## src/hdl/bfm_pkg.sv

```systemverilog
// Package with shared types, codes and constants of the buffer frame manager.
`timescale 1ns / 1ps
package bfm_pkg;

  localparam int FRAMES_DEF = 16;
  localparam int FIDX_W     = 4;
  localparam int PIN_MAX    = 255;

  typedef enum logic [2:0] {
    OP_READ    = 3'd0,
    OP_UNPIN   = 3'd1,
    OP_ALLOC   = 3'd2,
    OP_DISPOSE = 3'd3,
    OP_FLUSH   = 3'd4
  } op_t;

  typedef enum logic [2:0] {
    ST_OK        = 3'd0,
    ST_FILLED    = 3'd1,
    ST_NO_FREE   = 3'd2,
    ST_NOT_PIN   = 3'd3,
    ST_NOT_RES   = 3'd4,
    ST_PINNED    = 3'd5
  } status_t;

  typedef enum logic [1:0] {
    DC_NONE   = 2'd0,
    DC_WRBACK = 2'd1,
    DC_LOAD   = 2'd2,
    DC_DELETE = 2'd3
  } dcmd_t;

  // One frame entry as stored in the frame memory.
  typedef struct packed {
    logic        valid;
    logic        dirty;
    logic        refd;
    logic [7:0]  pins;
    logic [7:0]  ftag;
    logic [31:0] ptag;
  } frame_t;

  typedef struct packed {
    logic [2:0]  status;
    logic [3:0]  frame_index;
    logic [1:0]  disk_command;
    logic [7:0]  disk_file;
    logic [31:0] disk_page;
    logic        last;
  } result_t;

  typedef enum logic [3:0] {
    S_IDLE,
    S_LOOK_RD,
    S_LOOK_CHK,
    S_HIT_WR,
    S_SWEEP_RD,
    S_SWEEP_CHK,
    S_FILL,
    S_FLUSH_RD,
    S_FLUSH_CHK,
    S_EMIT
  } state_t;

endpackage

```

## src/hdl/bfm_if.sv

```systemverilog
// Valid/ready channel interfaces for requests and results.
`timescale 1ns / 1ps
interface bfm_req_if;
  import bfm_pkg::*;
  logic        valid;
  logic        ready;
  logic [2:0]  operation;
  logic [7:0]  file_id;
  logic [31:0] page_no;
  logic        mark_dirty;
  modport source (output valid, operation, file_id, page_no, mark_dirty, input ready);
  modport sink   (input valid, operation, file_id, page_no, mark_dirty, output ready);
endinterface

interface bfm_res_if;
  import bfm_pkg::*;
  logic        valid;
  logic        ready;
  logic [2:0]  status;
  logic [3:0]  frame_index;
  logic [1:0]  disk_command;
  logic [7:0]  disk_file;
  logic [31:0] disk_page;
  logic        last;
  modport source (output valid, status, frame_index, disk_command, disk_file, disk_page, last,
                  input ready);
  modport sink   (input valid, status, frame_index, disk_command, disk_file, disk_page, last,
                  output ready);
endinterface

```

## src/hdl/buffer_frame_manager_clock.sv

```systemverilog
// Top level of the buffer frame manager with clock replacement.
`timescale 1ns / 1ps
// Buffer pool manager for FRAMES page frames using clock replacement.
// Requests arrive on in_ (operation, file, page, dirty mark); each request
// gives one or more results on out_, the final one flagged by last.
// Disk commands (write back, load, delete) ride on the results.
// The frame table sits in one memory with a registered read. A request is
// taken only when the block is idle; each memory access is a read state,
// then a check state that writes back. A tag lookup walks frames in order.
// A clock sweep makes up to 2*FRAMES hand steps; flush walks the frames in
// order and stops at the first pinned frame of the file. The block is ready
// for the next request in the cycle after the final result is delivered.
// Reset empties every frame at once and sets the hand to FRAMES-1.
// When the receiver stalls, the block holds the result and waits; no
// new request is taken until the last result is delivered.
module buffer_frame_manager_clock
  import bfm_pkg::*;
#(
  parameter int FRAMES = FRAMES_DEF
) (
  input  logic      clk,
  input  logic      rst_n,
  bfm_req_if.sink   in_req,
  bfm_res_if.source out_res
);

  localparam int AW = $clog2(FRAMES);
  localparam int CW = $clog2(FRAMES + 1);

  state_t        state_r, state_nxt;
  logic [2:0]    op_r, op_nxt;
  logic [7:0]    file_r, file_nxt;
  logic [31:0]   page_r, page_nxt;
  logic          dm_r, dm_nxt;
  logic [AW-1:0] idx_r, idx_nxt;
  logic [AW-1:0] hand_r, hand_nxt;
  logic [CW-1:0] pinned_r, pinned_nxt;
  result_t       res_r, res_nxt;
  state_t        ret_r, ret_nxt;

  logic [AW-1:0] rd_addr;
  frame_t        rd_data;
  logic          wr_en;
  logic [AW-1:0] wr_addr;
  frame_t        wr_data;

  bfm_frame_mem #(.FRAMES(FRAMES), .AW(AW)) u_mem (
    .clk, .rst_n, .rd_addr, .rd_data, .wr_en, .wr_addr, .wr_data
  );

  function automatic result_t mk(input logic [2:0] st, input logic [AW-1:0] fr,
                                 input logic [1:0] dc, input logic [7:0] f,
                                 input logic [31:0] p, input logic l);
    result_t r;
    r.status = st;
    r.frame_index = FIDX_W'(fr);
    r.disk_command = dc;
    r.disk_file = f;
    r.disk_page = p;
    r.last = l;
    return r;
  endfunction

  logic [AW-1:0] hand_inc;
  logic          tag_hit;
  logic          idx_end;
  assign hand_inc = (hand_r == AW'(FRAMES - 1)) ? '0 : hand_r + 1'b1;
  assign tag_hit  = rd_data.valid && rd_data.ftag == file_r && rd_data.ptag == page_r;
  assign idx_end  = idx_r == AW'(FRAMES - 1);

  assign in_req.ready      = state_r == S_IDLE;
  assign out_res.valid     = state_r == S_EMIT;
  assign out_res.status       = res_r.status;
  assign out_res.frame_index  = res_r.frame_index;
  assign out_res.disk_command = res_r.disk_command;
  assign out_res.disk_file    = res_r.disk_file;
  assign out_res.disk_page    = res_r.disk_page;
  assign out_res.last         = res_r.last;

  // Control registers.
  always_ff @(posedge clk) begin
    if (!rst_n) begin
      state_r  <= S_IDLE;
      hand_r   <= AW'(FRAMES - 1);
      ret_r    <= S_IDLE;
    end else begin
      state_r  <= state_nxt;
      hand_r   <= hand_nxt;
      ret_r    <= ret_nxt;
    end
  end

  // Request and result holding registers.
  always_ff @(posedge clk) begin
    op_r     <= op_nxt;
    file_r   <= file_nxt;
    page_r   <= page_nxt;
    dm_r     <= dm_nxt;
    idx_r    <= idx_nxt;
    pinned_r <= pinned_nxt;
    res_r    <= res_nxt;
  end

  // Sequencer: next state, memory accesses and results.
  always_comb begin
    state_nxt  = state_r;
    op_nxt     = op_r;
    file_nxt   = file_r;
    page_nxt   = page_r;
    dm_nxt     = dm_r;
    idx_nxt    = idx_r;
    hand_nxt   = hand_r;
    pinned_nxt = pinned_r;
    res_nxt    = res_r;
    ret_nxt    = ret_r;
    rd_addr    = idx_r;
    wr_en      = 1'b0;
    wr_addr    = idx_r;
    wr_data    = rd_data;
    unique case (state_r)
      S_IDLE: begin
        if (in_req.valid) begin
          op_nxt     = in_req.operation;
          file_nxt   = in_req.file_id;
          page_nxt   = in_req.page_no;
          dm_nxt     = in_req.mark_dirty;
          idx_nxt    = '0;
          pinned_nxt = '0;
          unique case (op_t'(in_req.operation)) inside
            OP_READ, OP_UNPIN, OP_DISPOSE: state_nxt = S_LOOK_RD;
            OP_ALLOC:  state_nxt = S_SWEEP_RD;
            OP_FLUSH:  state_nxt = S_FLUSH_RD;
            default: begin
              res_nxt   = mk(ST_OK, '0, DC_NONE, '0, '0, 1'b1);
              ret_nxt   = S_IDLE;
              state_nxt = S_EMIT;
            end
          endcase
        end
      end
      S_LOOK_RD: begin
        rd_addr   = idx_r;
        state_nxt = S_LOOK_CHK;
      end
      S_LOOK_CHK: begin
        if (tag_hit) begin
          state_nxt = S_EMIT;
          ret_nxt   = S_IDLE;
          wr_en     = 1'b1;
          unique case (op_t'(op_r))
            OP_READ: begin
              wr_data.refd = 1'b1;
              if (rd_data.pins != 8'(PIN_MAX)) wr_data.pins = rd_data.pins + 1'b1;
              res_nxt = mk(ST_OK, idx_r, DC_NONE, '0, '0, 1'b1);
            end
            OP_UNPIN: begin
              if (rd_data.pins == '0) begin
                wr_en   = 1'b0;
                res_nxt = mk(ST_NOT_PIN, idx_r, DC_NONE, '0, '0, 1'b1);
              end else begin
                wr_data.pins = rd_data.pins - 1'b1;
                if (dm_r) wr_data.dirty = 1'b1;
                res_nxt = mk(ST_OK, idx_r, DC_NONE, '0, '0, 1'b1);
              end
            end
            default: begin
              wr_data.valid = 1'b0;
              wr_data.dirty = 1'b0;
              wr_data.refd  = 1'b0;
              wr_data.pins  = '0;
              res_nxt = mk(ST_OK, idx_r, DC_DELETE, file_r, page_r, 1'b1);
            end
          endcase
        end else if (!idx_end) begin
          idx_nxt   = idx_r + 1'b1;
          state_nxt = S_LOOK_RD;
        end else begin
          unique case (op_t'(op_r))
            OP_READ: state_nxt = S_SWEEP_RD;
            OP_UNPIN: begin
              res_nxt   = mk(ST_NOT_RES, '0, DC_NONE, '0, '0, 1'b1);
              ret_nxt   = S_IDLE;
              state_nxt = S_EMIT;
            end
            default: begin
              res_nxt   = mk(ST_OK, '0, DC_DELETE, file_r, page_r, 1'b1);
              ret_nxt   = S_IDLE;
              state_nxt = S_EMIT;
            end
          endcase
        end
      end
      S_SWEEP_RD: begin
        hand_nxt  = hand_inc;
        rd_addr   = hand_inc;
        state_nxt = S_SWEEP_CHK;
      end
      S_SWEEP_CHK: begin
        wr_addr = hand_r;
        if (!rd_data.valid) begin
          state_nxt = S_FILL;
        end else if (rd_data.refd) begin
          wr_en        = 1'b1;
          wr_data.refd = 1'b0;
          state_nxt    = S_SWEEP_RD;
        end else if (rd_data.pins != '0) begin
          pinned_nxt = pinned_r + 1'b1;
          if (pinned_r + 1'b1 >= CW'(FRAMES)) begin
            res_nxt   = mk(ST_NO_FREE, '0, DC_NONE, '0, '0, 1'b1);
            ret_nxt   = S_IDLE;
            state_nxt = S_EMIT;
          end else begin
            state_nxt = S_SWEEP_RD;
          end
        end else if (rd_data.dirty) begin
          res_nxt   = mk(ST_OK, hand_r, DC_WRBACK, rd_data.ftag, rd_data.ptag, 1'b0);
          ret_nxt   = S_FILL;
          state_nxt = S_EMIT;
        end else begin
          state_nxt = S_FILL;
        end
      end
      S_FILL: begin
        wr_en         = 1'b1;
        wr_addr       = hand_r;
        wr_data.valid = 1'b1;
        wr_data.dirty = 1'b0;
        wr_data.refd  = 1'b1;
        wr_data.pins  = 8'd1;
        wr_data.ftag  = file_r;
        wr_data.ptag  = page_r;
        if (op_r == OP_READ) begin
          res_nxt = mk(ST_FILLED, hand_r, DC_LOAD, file_r, page_r, 1'b1);
        end else begin
          res_nxt = mk(ST_FILLED, hand_r, DC_NONE, '0, '0, 1'b1);
        end
        ret_nxt   = S_IDLE;
        state_nxt = S_EMIT;
      end
      S_FLUSH_RD: begin
        rd_addr   = idx_r;
        state_nxt = S_FLUSH_CHK;
      end
      S_FLUSH_CHK: begin
        if (rd_data.valid && rd_data.ftag == file_r && rd_data.pins != '0) begin
          res_nxt   = mk(ST_PINNED, idx_r, DC_NONE, '0, '0, 1'b1);
          ret_nxt   = S_IDLE;
          state_nxt = S_EMIT;
        end else begin
          if (rd_data.valid && rd_data.ftag == file_r) begin
            wr_en         = 1'b1;
            wr_data.valid = 1'b0;
            wr_data.dirty = 1'b0;
            wr_data.refd  = 1'b0;
            wr_data.pins  = '0;
          end
          idx_nxt = idx_r + 1'b1;
          if (rd_data.valid && rd_data.ftag == file_r && rd_data.dirty) begin
            res_nxt   = mk(ST_OK, idx_r, DC_WRBACK, rd_data.ftag, rd_data.ptag, 1'b0);
            state_nxt = S_EMIT;
            ret_nxt   = idx_end ? S_EMIT : S_FLUSH_RD;
          end else if (idx_end) begin
            res_nxt   = mk(ST_OK, '0, DC_NONE, '0, '0, 1'b1);
            ret_nxt   = S_IDLE;
            state_nxt = S_EMIT;
          end else begin
            state_nxt = S_FLUSH_RD;
          end
        end
      end
      S_EMIT: begin
        if (out_res.ready) begin
          if (ret_r == S_EMIT) begin
            res_nxt = mk(ST_OK, '0, DC_NONE, '0, '0, 1'b1);
            ret_nxt = S_IDLE;
          end else begin
            state_nxt = ret_r;
          end
        end
      end
      default: state_nxt = S_IDLE;
    endcase
  end

  // A result is only offered while no request can be taken.
  a_excl: assert property (@(posedge clk) disable iff (!rst_n)
    !(in_req.ready && out_res.valid)) else $error("ready and result overlap");
  // A final result always returns to idle once taken.
  a_last_idle: assert property (@(posedge clk) disable iff (!rst_n)
    out_res.valid && out_res.ready && out_res.last |=> in_req.ready)
    else $error("no idle after last result");
  // A stalled result holds its payload.
  a_hold: assert property (@(posedge clk) disable iff (!rst_n)
    out_res.valid && !out_res.ready |=> $stable(res_r))
    else $error("result changed while stalled");

endmodule

```

## src/hdl/bfm_frame_mem.sv

```systemverilog
// Frame table memory with registered read and valid bits cleared at reset.
`timescale 1ns / 1ps
module bfm_frame_mem
  import bfm_pkg::*;
#(
  parameter int FRAMES = FRAMES_DEF,
  parameter int AW     = $clog2(FRAMES)
) (
  input  logic          clk,
  input  logic          rst_n,
  input  logic [AW-1:0] rd_addr,
  output frame_t        rd_data,
  input  logic          wr_en,
  input  logic [AW-1:0] wr_addr,
  input  frame_t        wr_data
);

  frame_t            mem [FRAMES];
  logic [FRAMES-1:0] vld_r;
  frame_t            rd_q_r;
  logic              rd_vld_r;

  // Memory array, one write and one registered read port.
  always_ff @(posedge clk) begin
    if (wr_en) begin
      mem[wr_addr] <= wr_data;
    end
    rd_q_r <= mem[rd_addr];
  end

  // Per-entry valid bits so unwritten entries read as the reset value.
  always_ff @(posedge clk) begin
    if (!rst_n) begin
      vld_r    <= '0;
      rd_vld_r <= 1'b0;
    end else begin
      if (wr_en) begin
        vld_r[wr_addr] <= 1'b1;
      end
      rd_vld_r <= vld_r[rd_addr] && !(wr_en && wr_addr == rd_addr && 1'b0);
    end
  end

  // Invalid entries read back as an empty frame.
  always_comb begin
    rd_data = rd_q_r;
    if (!rd_vld_r) begin
      rd_data.valid = 1'b0;
      rd_data.dirty = 1'b0;
      rd_data.refd  = 1'b0;
      rd_data.pins  = '0;
    end
  end

endmodule
```

## src/flat_wrapper.sv

```systemverilog
// flat-port wrapper written by rule: the top's interface ports become plain ports
module buffer_frame_manager_clock_flat import bfm_pkg::*;
#(
  parameter int FRAMES = FRAMES_DEF
)
  (clk, rst_n, in_req_valid, in_req_operation, in_req_file_id, in_req_page_no, in_req_mark_dirty, in_req_ready, out_res_valid, out_res_status, out_res_frame_index, out_res_disk_command, out_res_disk_file, out_res_disk_page, out_res_last, out_res_ready);
  bfm_req_if in_req_i ();
  bfm_res_if out_res_i ();
  input  logic clk;
  input  logic rst_n;
  input wire logic [$bits(in_req_i.valid)-1:0] in_req_valid;
  input wire logic [$bits(in_req_i.operation)-1:0] in_req_operation;
  input wire logic [$bits(in_req_i.file_id)-1:0] in_req_file_id;
  input wire logic [$bits(in_req_i.page_no)-1:0] in_req_page_no;
  input wire logic [$bits(in_req_i.mark_dirty)-1:0] in_req_mark_dirty;
  output wire logic [$bits(in_req_i.ready)-1:0] in_req_ready;
  output wire logic [$bits(out_res_i.valid)-1:0] out_res_valid;
  output wire logic [$bits(out_res_i.status)-1:0] out_res_status;
  output wire logic [$bits(out_res_i.frame_index)-1:0] out_res_frame_index;
  output wire logic [$bits(out_res_i.disk_command)-1:0] out_res_disk_command;
  output wire logic [$bits(out_res_i.disk_file)-1:0] out_res_disk_file;
  output wire logic [$bits(out_res_i.disk_page)-1:0] out_res_disk_page;
  output wire logic [$bits(out_res_i.last)-1:0] out_res_last;
  input wire logic [$bits(out_res_i.ready)-1:0] out_res_ready;
  assign in_req_i.valid = in_req_valid;
  assign in_req_i.operation = in_req_operation;
  assign in_req_i.file_id = in_req_file_id;
  assign in_req_i.page_no = in_req_page_no;
  assign in_req_i.mark_dirty = in_req_mark_dirty;
  assign in_req_ready = in_req_i.ready;
  assign out_res_valid = out_res_i.valid;
  assign out_res_status = out_res_i.status;
  assign out_res_frame_index = out_res_i.frame_index;
  assign out_res_disk_command = out_res_i.disk_command;
  assign out_res_disk_file = out_res_i.disk_file;
  assign out_res_disk_page = out_res_i.disk_page;
  assign out_res_last = out_res_i.last;
  assign out_res_i.ready = out_res_ready;
  buffer_frame_manager_clock #(.FRAMES(FRAMES)) u_core (.clk(clk), .rst_n(rst_n), .in_req(in_req_i), .out_res(out_res_i));
endmodule
```

## config.mk

```make
export PLATFORM = sky130hd
export DESIGN_NAME = buffer_frame_manager_clock_flat
export DESIGN_NICKNAME = d
export VERILOG_FILES = /design/src/hdl/bfm_pkg.sv /design/src/hdl/bfm_if.sv /design/src/hdl/buffer_frame_manager_clock.sv /design/src/hdl/bfm_frame_mem.sv /design/src/flat_wrapper.sv
export SDC_FILE = /design/constraint.sdc
export NUM_CORES = 1
export LEC_CHECK = 0
export BUFFER_PORTS_ARGS = -buffer_cell sky130_fd_sc_hd__buf_2
export CORE_MARGIN = 2
export CORE_UTILIZATION = 50
export CTS_BUF_LIST = sky130_fd_sc_hd__clkbuf_4
export CTS_CLUSTER_SIZE = 30
export DETAILED_ROUTE_END_ITERATION = 16
export PLACE_DENSITY_LB_ADDON = 0.1
export SLEW_MARGIN = 25
export SYNTH_ARGS = -nofsm -noshare
export SYNTH_HDL_FRONTEND = slang
export SYNTH_SLANG_ARGS = --single-unit
```

## constraint.sdc

```tcl
create_clock -name clk -period 8.1 [get_ports clk]
set_input_delay 2.025 -clock clk [delete_from_list [all_inputs] [get_ports clk]]
set_output_delay 2.025 -clock clk [all_outputs]
set_load 0.1 [all_outputs]
```

==> flow_summary.toml <==
[status]
status = "complete, no violations"

[synthesis]
synth.avg_cell_area_um2 = 19.2
synth_common_cells = "edfxtp_1, mux4_2, nand2_1, mux2i_1, dfxtp_1"
synth_flop_cell = "edfxtp_1"
yosysTopAreaCell = "edfxtp_1"
synth-edff-count = 919
ys_ff_latch = 998
syn_nets = 2109
synth_cell_types = 70
synth_top_area_share_pct = 69.9
synth_area_um2 = 39500
ys_warn_count = 0
syn_inst = 2056
ys_top_cells_by_area = "edfxtp_1, mux4_2, mux2i_1"
yosysSeqAreaShare_pct = 73.9
async_flop_share_pct = 0
yosysMostFrequentCell = "edfxtp_1"

[layout]
postLayoutCellArea_um2 = 44700
fin_nets = 2418
drive_gt1_share_pct = 32.0
synthToLayoutAreaGrowth_pct = 13.0

[critical_path]
slowest_stage = "o21ai_2"
r2r_slack_ps = 3040
worst_path_dominant_cell_family = "simple AND/OR/NAND/NOR gates"
reg2reg_depth = 8
crit_top_cell = "buf_4"
critical_path_buf_inv_count = 2
max_stage_delay_ps = 800
crit_path_cell_trace = "xor2_1 > nor4_2 > nand4_1 > o21ai_2 > a21oi_2 > buf_4 > nor3_4 > buf_4"
start_kind = "flop"
timing.rr.start = "u_core.file_r[7]"
cp-end-kind = "flop"
timing.rr.end = "u_core.u_mem.mem[12][42]"
path_class = "flop to flop"
required_ps = 8700
critical_path_arrival_ps = 5670
cp_max_fo = 40

[drt]
vias = 21100
postRouteAntennaNets = 0
wirelength_um = 95700
drt_pass1_iterations = 5
routedWlPerCell_um = 26.6
drc = 0
via_per_inst = 5.87
dr.first_iter.drc_count = 1863

[worst_hold_path]
hold_start = "u_core.u_mem.vld_r[1]"
hp-class = "flop to flop"
min_to = "u_core.u_mem.vld_r[1]"
worstHoldPathCells = 2

[sta]
tightestPinTransition_ps = 1020
slew-limit-headroom_pct = 31.2
skew_ps = 121
min_period_ps = 5060
setup-tns-final_ps = 0
report.final.slew_viol_count = 0
rsz0062_at_grt = "no"
final_hold_viol_count = 0
fmax_mhz = 198
period_share_pct = 62.5
setup_viol = 0

[floorplanning]
num_rows = 103
fp.dieW_um = 285
ios = 100
start_util_pct = 50.3
die_h_um = 285
core-area_um2 = 78600
die-area_um2 = 81300

[place]
io_buffers = 99
hpwl_um = 55100
dpl_cell_area_um2 = 41400
place.gp.congestion = 0.826

[global_route]
overflow = 0
grt_usage_pct = 23.8
grt_max_degree = 98
antenna_found_initial = 6
grt_pass1_vias = 21900
grt_pass1_wl_um = 141000

[clock_network]
cts_buffers = 275
cts_setup_buffers = 0
cts_resized = 0
htree_levels = 5
cts-root-buf = "clkbuf_4"
clockBufferDepth = 4
insertion_delay_ps = 1080
clk_pin_slew_ps = 60
clkSinkCount = 998
tritoncts = "yes"
cts_hold_buf = 0

[power_and_ir_drop]
total_leakage_power_nw = 15.7
powerDensity_nw_per_um2 = 387
irDropWorstVdd_uv = 272

[flow_run]
cap_violations = 0
cells in the final DEF, fill, tap and decap left out, types with 5 or more instances in the layout:
cell type | Yosys | final
nor2b_1 | 13 | 13
diode_2 | 0 | 6
nand2b_1 | 10 | 10
and2_1 | 9 | 8
clkbuf_4 | 0 | 385
nand4_1 | 24 | 24
or3_1 | 5 | 5
and3_1 | 6 | 6
dfxtp_1 | 79 | 79
mux2i_1 | 165 | 162
buf_2 | 52 | 100
clkinv_2 | 0 | 10
xnor2_1 | 7 | 7
ha_1 | 5 | 5
nor2_4 | 0 | 8
buf_4 | 7 | 42
nand2_1 | 185 | 184
a22o_1 | 46 | 46
inv_2 | 1 | 6
nor2_1 | 34 | 26
mux4_2 | 208 | 208
nand3_1 | 16 | 16
nor3_1 | 10 | 8
a32oi_1 | 19 | 19
nor3b_2 | 1 | 5
o21ai_0 | 17 | 16
edfxtp_1 | 919 | 919
o211ai_1 | 6 | 6
a21oi_1 | 20 | 20
o21ai_2 | 2 | 5
xor2_1 | 45 | 45
clkinv_1 | 0 | 46
nor4_1 | 10 | 10
flip-flops by register name, indices dropped and copies added, names as in the netlist, 5 cells and up:
signal	flops
u_core.u_mem.mem	816
u_core.u_mem.rd_data	40
u_core.out_res.disk_page	32
u_core.page_r	32
u_core.u_mem.vld_r	16
u_core.u_mem.rd_q_r	11
u_core.file_r	8
u_core.out_res.disk_file	8
u_core.pinned_r	5
power by group:
part	internal, mW	switching [mW]	leakage, nW
clock network	2.27	1.96	1.95
logic	1.95	4.02	4.70
registers	6.72	0.348	9.01
total	10.9	6.33	15.7
metrics by stage:
| stage | setup slack (ps) | power [mW] | util [%] | hold WS, ps | instances |
|---|---|---|---|---|---|
| CTS | 3050 | 17.5 | 56.8 | 468 | 3588 |
| global placement | 3280 | 13.1 | 52.6 | 445 | 3137 |
| finish | 3040 | 17.3 | 56.8 | 473 | 3594 |
| detailed placement | 3160 | 13.2 | 52.7 | 454 | 3138 |
| global route | 2770 | 18.1 | 56.8 | 497 | 3594 |
| floorplan | 627 | 11.4 | - | 429 | 2056 |
tightest hold or removal path, delay by kind of cell (launching register included):
kind | cells | cell delay (ps)
simple gates | 1 | 60
flops | 1 | 330
compound gates | 1 | 60
cells by family after synthesis:
logic type / count (synthesis) / synth area share (%)
AND/OR/NAND/NOR: 348 / 4.28
AO/OA/AOI/OAI: 159 / 3.02
adder cells (fa/ha/maj): 5 / 0.158
flip-flops: 998 / 73.9
multiplexers: 376 / 16.1
XOR/XNOR: 52 / 1.15
buffers and inverters: 118 / 1.41
how the worst max path moves through the flow:
| stage | from | end | cells past startpoint |
|---|---|---|---|
| global route | u_core.file_r[7] | u_core.u_mem.mem[12][42] | 8 |
| finish | u_core.file_r[7] | u_core.u_mem.mem[12][42] | 8 |
| CTS | u_core.state_r[0] | out_res_valid | 3 |
| floorplan | u_core.u_mem.rd_vld_r | u_core.u_mem.mem[10][0] | 10 |
| global placement | u_core.file_r[7] | u_core.u_mem.mem[12][19] | 8 |
| detailed placement | u_core.file_r[7] | u_core.u_mem.mem[12][19] | 8 |
area by class of cell:
class                      count  area [µm²]
sequential                   998       29200
clock buffer                 385        2890
multi-input combinational    940       10000
fill                        6197       34000
inverter                       4        15.0
clock inverter                65         339
antenna                        6        15.0
timing repair buffer         146         896
tap                         1050        1310
routing by layer:
| layer | routed length [µm] | vias to the layer above | track usage [%] |
|---|---|---|---|
| li1 | - | 9148 | - |
| met1 | 41100 | 11000 | 32.9 |
| met2 | 46000 | 744 | 37.4 |
| met3 | 5990 | 179 | 5.44 |
| met4 | 2560 | 2 | 8.86 |
| met5 | 4 | - | 0 |
Power figures use the tool's default switching activity.
